## config.mk

```make
export PLATFORM = sky130hd
export DESIGN_NAME = rap_div
export DESIGN_NICKNAME = d
export VERILOG_FILES = /design/src/sv/assert_macros.svh /design/src/sv/rap_pkg.sv /design/src/sv/rap_div.sv
export SDC_FILE = /design/constraint.sdc
export NUM_CORES = 2
export LEC_CHECK = 0
export ABC_AREA = 1
export BUFFER_PORTS_ARGS = -buffer_cell sky130_fd_sc_hd__buf_2
export CORE_ASPECT_RATIO = 0.75
export CORE_MARGIN = 3
export CORE_UTILIZATION = 35
export DETAILED_ROUTE_END_ITERATION = 6
export SYNTH_ARGS = -nofsm -noshare
export SYNTH_HDL_FRONTEND = slang
export SYNTH_SLANG_ARGS = --single-unit
```

## constraint.sdc

```tcl
create_clock -name clk -period 2.9 [get_ports clk]
set_input_delay 0.145 -clock clk [delete_from_list [all_inputs] [get_ports clk]]
set_output_delay 0.145 -clock clk [all_outputs]
set_load 0.005 [all_outputs]
```

## src/sv/assert_macros.svh

```systemverilog
// assertion macros shared by the rtl
// needs clk and rst_n in the scope of use
`ifndef ASSERT_MACROS_SVH
`define ASSERT_MACROS_SVH

// property must hold at every clock edge out of reset
`define RAP_ASSERT(lbl, prop) \
    lbl: assert property (@(posedge clk) disable iff (!rst_n) prop) \
        else $error("rap assertion failed");

// condition must never be seen out of reset
`define RAP_NEVER(lbl, cond) \
    lbl: assert property (@(posedge clk) disable iff (!rst_n) !(cond)) \
        else $error("rap forbidden condition seen");

`endif

```

## src/sv/rap_pkg.sv

```systemverilog
// rotate and project point: widths, types, register indexes and helpers
// no dependencies
package rap_pkg;

    localparam int COORD_BITS     = 16;
    localparam int TRIG_FRAC_BITS = 14;
    localparam int REG_BITS       = 16;
    localparam int IDX_BITS       = 3;
    localparam int MID_BITS       = COORD_BITS + 6;
    localparam int P1_BITS        = COORD_BITS + REG_BITS;
    localparam int P2_BITS        = MID_BITS + REG_BITS;
    localparam int SUM_BITS       = P2_BITS + 2;
    localparam int D_BITS         = ((REG_BITS + 1 > MID_BITS) ? REG_BITS + 1 : MID_BITS) + 1;
    localparam int N_BITS         = REG_BITS + 1 + MID_BITS;
    localparam int Q_BITS         = COORD_BITS + 1;
    localparam int R_BITS         = ((N_BITS > D_BITS + Q_BITS) ? N_BITS : D_BITS + Q_BITS) + 1;

    localparam logic [IDX_BITS-1:0] REG_COS_X = IDX_BITS'(0);
    localparam logic [IDX_BITS-1:0] REG_SIN_X = IDX_BITS'(1);
    localparam logic [IDX_BITS-1:0] REG_COS_Y = IDX_BITS'(2);
    localparam logic [IDX_BITS-1:0] REG_SIN_Y = IDX_BITS'(3);
    localparam logic [IDX_BITS-1:0] REG_COS_Z = IDX_BITS'(4);
    localparam logic [IDX_BITS-1:0] REG_SIN_Z = IDX_BITS'(5);
    localparam logic [IDX_BITS-1:0] REG_FOCAL = IDX_BITS'(6);

    localparam logic [REG_BITS-1:0] COS_RESET   = REG_BITS'(16384);
    localparam logic [REG_BITS-1:0] SIN_RESET   = REG_BITS'(0);
    localparam logic [REG_BITS-1:0] FOCAL_RESET = REG_BITS'(25600);

    typedef logic signed [COORD_BITS-1:0] coord_t;
    typedef logic signed [MID_BITS-1:0]   mid_t;
    typedef logic signed [REG_BITS-1:0]   trig_t;
    typedef logic signed [D_BITS-1:0]     denom_t;

    typedef struct packed {
        logic behind;
        logic last;
    } tag_t;

    // shift right by the trig fraction, round half up, saturate to mid width
    function automatic mid_t round_sat(input logic signed [SUM_BITS-1:0] s);
        logic signed [SUM_BITS:0] t;
        mid_t                     r;
        t = s;
        t = t + ((SUM_BITS+1)'(1) <<< (TRIG_FRAC_BITS - 1));
        t = t >>> TRIG_FRAC_BITS;
        if (t[SUM_BITS:MID_BITS-1] == {(SUM_BITS-MID_BITS+2){1'b0}} ||
            t[SUM_BITS:MID_BITS-1] == {(SUM_BITS-MID_BITS+2){1'b1}})
            r = t[MID_BITS-1:0];
        else if (t[SUM_BITS])
            r = {1'b1, {(MID_BITS-1){1'b0}}};
        else
            r = {1'b0, {(MID_BITS-1){1'b1}}};
        return r;
    endfunction

endpackage

```

## src/sv/rap_div.sv

```systemverilog
// one projection lane: focal multiply, restoring divide one bit per stage,
// sign and saturation; uses rap_pkg
module rap_div (
    input  logic            clk,
    input  logic            rst_n,
    input  logic            en,
    input  logic            in_valid,
    input  rap_pkg::mid_t   coord,
    input  logic [rap_pkg::REG_BITS-1:0] f,
    input  rap_pkg::denom_t d,
    input  rap_pkg::tag_t   tag_in,
    output logic            out_valid,
    output rap_pkg::coord_t result,
    output logic            clip,
    output rap_pkg::tag_t   tag_out
);

    localparam int QB = rap_pkg::Q_BITS;
    localparam int RB = rap_pkg::R_BITS;
    localparam int CB = rap_pkg::COORD_BITS;
    localparam int DM = rap_pkg::D_BITS - 1;

    logic                               v1_reg;
    logic signed [rap_pkg::N_BITS-1:0]  prod_reg;
    rap_pkg::denom_t                    d1_reg;
    rap_pkg::tag_t                      tag1_reg;

    logic                               vld_reg [0:QB];
    logic [RB-1:0]                      rem_reg [0:QB];
    logic [QB-1:0]                      q_reg   [0:QB];
    logic [DM-1:0]                      dm_reg  [0:QB];
    logic                               neg_reg [0:QB];
    logic                               over_reg[0:QB];
    rap_pkg::tag_t                      tag_reg [0:QB];

    logic [RB-1:0] mag_next;
    logic [DM-1:0] dm_next;

    always_ff @(posedge clk or negedge rst_n)
    begin
        if (!rst_n)
        begin
            v1_reg     <= 1'b0;
            vld_reg[0] <= 1'b0;
        end
        else if (en)
        begin
            v1_reg     <= in_valid;
            vld_reg[0] <= v1_reg;
        end
    end

    assign mag_next = prod_reg[rap_pkg::N_BITS-1] ? RB'(-prod_reg) : RB'(prod_reg);
    assign dm_next  = d1_reg[DM-1:0];

    always_ff @(posedge clk)
    begin
        if (en)
        begin
            prod_reg    <= $signed({1'b0, f}) * coord;
            d1_reg      <= d;
            tag1_reg    <= tag_in;
            rem_reg[0]  <= mag_next;
            q_reg[0]    <= '0;
            dm_reg[0]   <= dm_next;
            neg_reg[0]  <= prod_reg[rap_pkg::N_BITS-1];
            over_reg[0] <= mag_next >= (RB'(dm_next) << QB);
            tag_reg[0]  <= tag1_reg;
        end
    end

    for (genvar k = 0; k < QB; k++)
    begin : g_step
        localparam int BIT = QB - 1 - k;
        logic [RB-1:0] trial;
        logic          fits;

        assign trial = RB'(dm_reg[k]) << BIT;
        assign fits  = rem_reg[k] >= trial;

        always_ff @(posedge clk or negedge rst_n)
        begin
            if (!rst_n)
                vld_reg[k+1] <= 1'b0;
            else if (en)
                vld_reg[k+1] <= vld_reg[k];
        end

        always_ff @(posedge clk)
        begin
            if (en)
            begin
                rem_reg[k+1]  <= fits ? rem_reg[k] - trial : rem_reg[k];
                q_reg[k+1]    <= q_reg[k] | (fits ? QB'(1) << BIT : QB'(0));
                dm_reg[k+1]   <= dm_reg[k];
                neg_reg[k+1]  <= neg_reg[k];
                over_reg[k+1] <= over_reg[k];
                tag_reg[k+1]  <= tag_reg[k];
            end
        end
    end

    logic [QB-1:0] q;
    assign q = q_reg[QB];

    // truncated quotient, signed and saturated; zero for a point behind the viewer
    always_comb
    begin
        clip   = 1'b0;
        result = '0;
        if (tag_reg[QB].behind)
        begin
            clip   = 1'b0;
            result = '0;
        end
        else if (!neg_reg[QB])
        begin
            if (over_reg[QB] || q[CB:CB-1] != 2'b00)
            begin
                clip   = 1'b1;
                result = {1'b0, {(CB-1){1'b1}}};
            end
            else
                result = q[CB-1:0];
        end
        else
        begin
            if (over_reg[QB] || q[CB] || (q[CB-1] && q[CB-2:0] != '0))
            begin
                clip   = 1'b1;
                result = {1'b1, {(CB-1){1'b0}}};
            end
            else
                result = -q[CB-1:0];
        end
    end

    assign out_valid = vld_reg[QB];
    assign tag_out   = tag_reg[QB];

endmodule

```

==> results.ini <==
[drt]
num_vias=75900
firstDrtPassIters=7
drc_errors=5
route.detailed.vias_per_inst=4.90
avgRoutedWirePerCell_um=18.1
detailedRoute.firstIterationViolations=7203
routed_wl_um=280000
antenna_violating_nets_post_route=0

[worst_hold_path]
timing.hold.worst.class=in2reg

[die]
die_extent_in_x_um=605
die_height_um=455
num_rows=164
area_inside_the_core_boundary_um2=267000
initial_utilization=0.352
ios=87
die_area_um2=275000

[run_status]
violations=DRC, setup timing
outcome=finished with violations

[logic_synthesis]
synth.distinct_cells=61
post_synth_inst_count=10900
post_synth.cell_area_avg_um2=8.61
synth_edf_count=1359
synth.ff_latch_count=1378
synthesis.area_um2=94100
ys_warn_count=0
ys_async_sr_fraction=0.0138
prevailing_post_synth_register_cell=sky130_fd_sc_hd__edfxtp_1
ys_seq_area_frac=0.439

[final_layout]
postLayoutCellArea_um2=113000
drive_gt1_frac=0.149
final.fill_count=26400
number_of_flip_flops_in_the_largest_register=697
finalNetCount=12700
area_growth_syn_to_fin_pct=19.7

[critical_path]
worstSetupStartpointType=primary input
crit_required_ps=3450
cp_max_fo=6
critPathKind=in2reg
worstPathArrival_ps=5060
endpoint_kind=flip-flop
reg2reg_setup_slack_ps=-520

[grt]
globalRouteMet2Util=0.290
number_of_global_route_vias_before_repair=72100
grt_max_degree=111
top_usage_layer=met1
number_of_antenna_violations_at_the_first_check_in_global_routing=6
groute.layer.met1.usage=0.306
grt_usage=0.200
grt_use_met3=0.0438
grt_overflow=0
grt_pass1_wl_um=429000

[placement]
pre_cts_ws_ps=-2670
detailed_place_hpwl_um=227000
port_buffers=85
placed_cell_area_um2=105000
place_congestion=0.957

[sta]
period_share=1.56
rsz0062_at_grt=yes
worstMarginPinSlew_ps=908
setup_violations=33
clock.fmax_mhz=221
worst_slew_margin_rel=0.393
final.min_clock_period_ps=4520
final-max-slew-violation-count=0
setup_total_neg_slack_ps=-43280
finClkSkew_ps=77.8
worst_slack_ps=-1620
hold_viol_final=0

[flow_run]
max-cap-violations=0

[clocking]
tritoncts=done
numCtsBuffers=149
cts_num_sinks=1378
insertion_delay_ps=820
htree_num_levels=4
cts.reportedPaths.clkPinSlew_ps=60
ctsLongestPathBuffers=4
clk_root_buffer_cell=sky130_fd_sc_hd__clkbuf_16

==> kinds of logic after synthesis <==
kind of cell             after synthesis  share of synthesized area
multiplexers                           1                   0.000120
AO/OA/AOI/OAI                       1353                     0.0786
AND/OR/NAND/NOR                     4861                      0.218
other                                  1                  0.0000399
XOR/XNOR                             354                     0.0330
adder cells (fa/ha/maj)              860                      0.143
buffers and inverters               2114                     0.0884
flip-flops                          1378                      0.439
==> layer usage <==
| layer | vias up | wire length, um | part of all wire |
|---|---|---|---|
| li1 | 37400 | - | - |
| met1 | 35800 | 137000 | 0.49 |
| met2 | 2440 | 114000 | 0.41 |
| met3 | 290 | 23800 | 0.085 |
| met4 | 2 | 5350 | 0.019 |
| met5 | - | 13 | 0.000046 |
==> cells in the final DEF (no fill, tap or decap), types with 154 or more instances in the layout <==
cell type,count
sky130_fd_sc_hd__nand2_1,2664
sky130_fd_sc_hd__inv_1,1808
sky130_fd_sc_hd__edfxtp_1,1359
sky130_fd_sc_hd__nor2_1,934
sky130_fd_sc_hd__buf_4,682
sky130_fd_sc_hd__a21oi_1,508
sky130_fd_sc_hd__nand3_1,474
sky130_fd_sc_hd__ha_1,445
sky130_fd_sc_hd__o21ai_0,398
sky130_fd_sc_hd__fa_1,336
sky130_fd_sc_hd__xnor2_1,192
sky130_fd_sc_hd__nand4_1,179
sky130_fd_sc_hd__clkbuf_16,154
==> critical path, stage by stage <==
cell and delay, ps:
sky130_fd_sc_hd__buf_12 120, sky130_fd_sc_hd__buf_16 130, sky130_fd_sc_hd__nand2_4 50, sky130_fd_sc_hd__inv_4 40, sky130_fd_sc_hd__fa_2 590, sky130_fd_sc_hd__fa_2 500, sky130_fd_sc_hd__buf_12 170, sky130_fd_sc_hd__buf_4 130
sky130_fd_sc_hd__fa_1 560, sky130_fd_sc_hd__fa_2 450, sky130_fd_sc_hd__fa_1 490, sky130_fd_sc_hd__inv_1 50, sky130_fd_sc_hd__fa_1 510, sky130_fd_sc_hd__inv_2 50, sky130_fd_sc_hd__ha_4 310, sky130_fd_sc_hd__nand2_4 80
sky130_fd_sc_hd__nor2_2 120, sky130_fd_sc_hd__inv_2 90, sky130_fd_sc_hd__nor3_4 200, sky130_fd_sc_hd__nand3_1 110, sky130_fd_sc_hd__nand3_2 100, sky130_fd_sc_hd__xor2_1 60
==> synth_stat cells, types with 28 or more instances <==
| cell type | count | area share |
|---|---|---|
| sky130_fd_sc_hd__nor2_1 | 997 | 0.040 |
| sky130_fd_sc_hd__a21o_1 | 34 | 0.0027 |
| sky130_fd_sc_hd__xnor2_1 | 193 | 0.018 |
| sky130_fd_sc_hd__o21ai_1 | 135 | 0.0072 |
| sky130_fd_sc_hd__buf_2 | 28 | 0.0015 |
| sky130_fd_sc_hd__fa_1 | 365 | 0.078 |
| sky130_fd_sc_hd__o21ai_0 | 435 | 0.023 |
| sky130_fd_sc_hd__o21ai_2 | 40 | 0.0037 |
| sky130_fd_sc_hd__buf_6 | 42 | 0.0050 |
| sky130_fd_sc_hd__nor2_2 | 28 | 0.0019 |
| sky130_fd_sc_hd__o21bai_1 | 44 | 0.0035 |
| sky130_fd_sc_hd__nand2_1 | 2782 | 0.11 |
| sky130_fd_sc_hd__or2_2 | 29 | 0.0019 |
| sky130_fd_sc_hd__o21a_1 | 28 | 0.0022 |
| sky130_fd_sc_hd__inv_1 | 1933 | 0.077 |
| sky130_fd_sc_hd__nand3_1 | 492 | 0.026 |
| sky130_fd_sc_hd__nand4_1 | 179 | 0.012 |
| sky130_fd_sc_hd__xor2_1 | 161 | 0.015 |
| sky130_fd_sc_hd__ha_1 | 495 | 0.066 |
| sky130_fd_sc_hd__clkbuf_1 | 86 | 0.0034 |
| sky130_fd_sc_hd__nor4_1 | 60 | 0.0040 |
| sky130_fd_sc_hd__nor3_1 | 134 | 0.0071 |
| sky130_fd_sc_hd__edfxtp_1 | 1359 | 0.43 |
| sky130_fd_sc_hd__a21oi_1 | 551 | 0.029 |
| sky130_fd_sc_hd__nand3b_1 | 78 | 0.0062 |
==> timing repair <==
action / CTS / global route
cloned: 3 / 1
endpoints found under the setup margin: 54 / 127
pin swaps: 143 / 155
hold buffers: 34 / 0
gates resized for setup: 321 / 294
hold endpoints to repair: 165 / 0
setup buffers: 68 / 34
==> stage by stage <==
stage / util / cells / hold WS, ps
after floorplan: - / 10900 / -151
after global placement: 0.392 / 15100 / 107
after detailed placement: 0.392 / 15100 / 121
after CTS: 0.417 / 15500 / 3.75
after global routing: 0.422 / 15500 / 14.0
final: 0.422 / 15500 / 41.9
==> path summary, 6_finish.rpt <==
path                                              start                       to  cells after the start
max in group asynchronous                         rst_n   vld_reg[8]$_DFFE_PN0P_                      3
min in group asynchronous                         rst_n       v1_reg$_DFFE_PN0P_                      3
worst min register to register  q_reg[12][16]$_DFFE_PP_  q_reg[13][16]$_DFFE_PP_                      0
worst max register to register    prod_reg[2]$_DFFE_PP_    over_reg[0]$_DFFE_PP_                     20
worst max-delay path                          coord[21]   prod_reg[37]$_DFFE_PP_                     22
worst min-delay path                           coord[0]    prod_reg[0]$_DFFE_PP_                      5
==> layout make-up <==
cell class / count / area, um^2 / area share
Multi-Input combinational cell: 7431 / 47000 / 0.417
Sequential cell: 1378 / 41300 / 0.367
Timing Repair Buffer: 906 / 7870 / 0.0699
Inverter: 1942 / 7320 / 0.0650
Tap cell: 3569 / 4470 / 0.0397
Clock buffer: 181 / 3940 / 0.0350
Clock inverter: 73 / 724 / 0.00643
Timing Repair inverter: 1 / 7.51 / 0.0000667
Antenna cell: 3 / 7.51 / 0.0000667
Power is left out: the tool's default activity adds up to more than one toggle a clock period on the data nets, which glitch-free logic cannot reach.
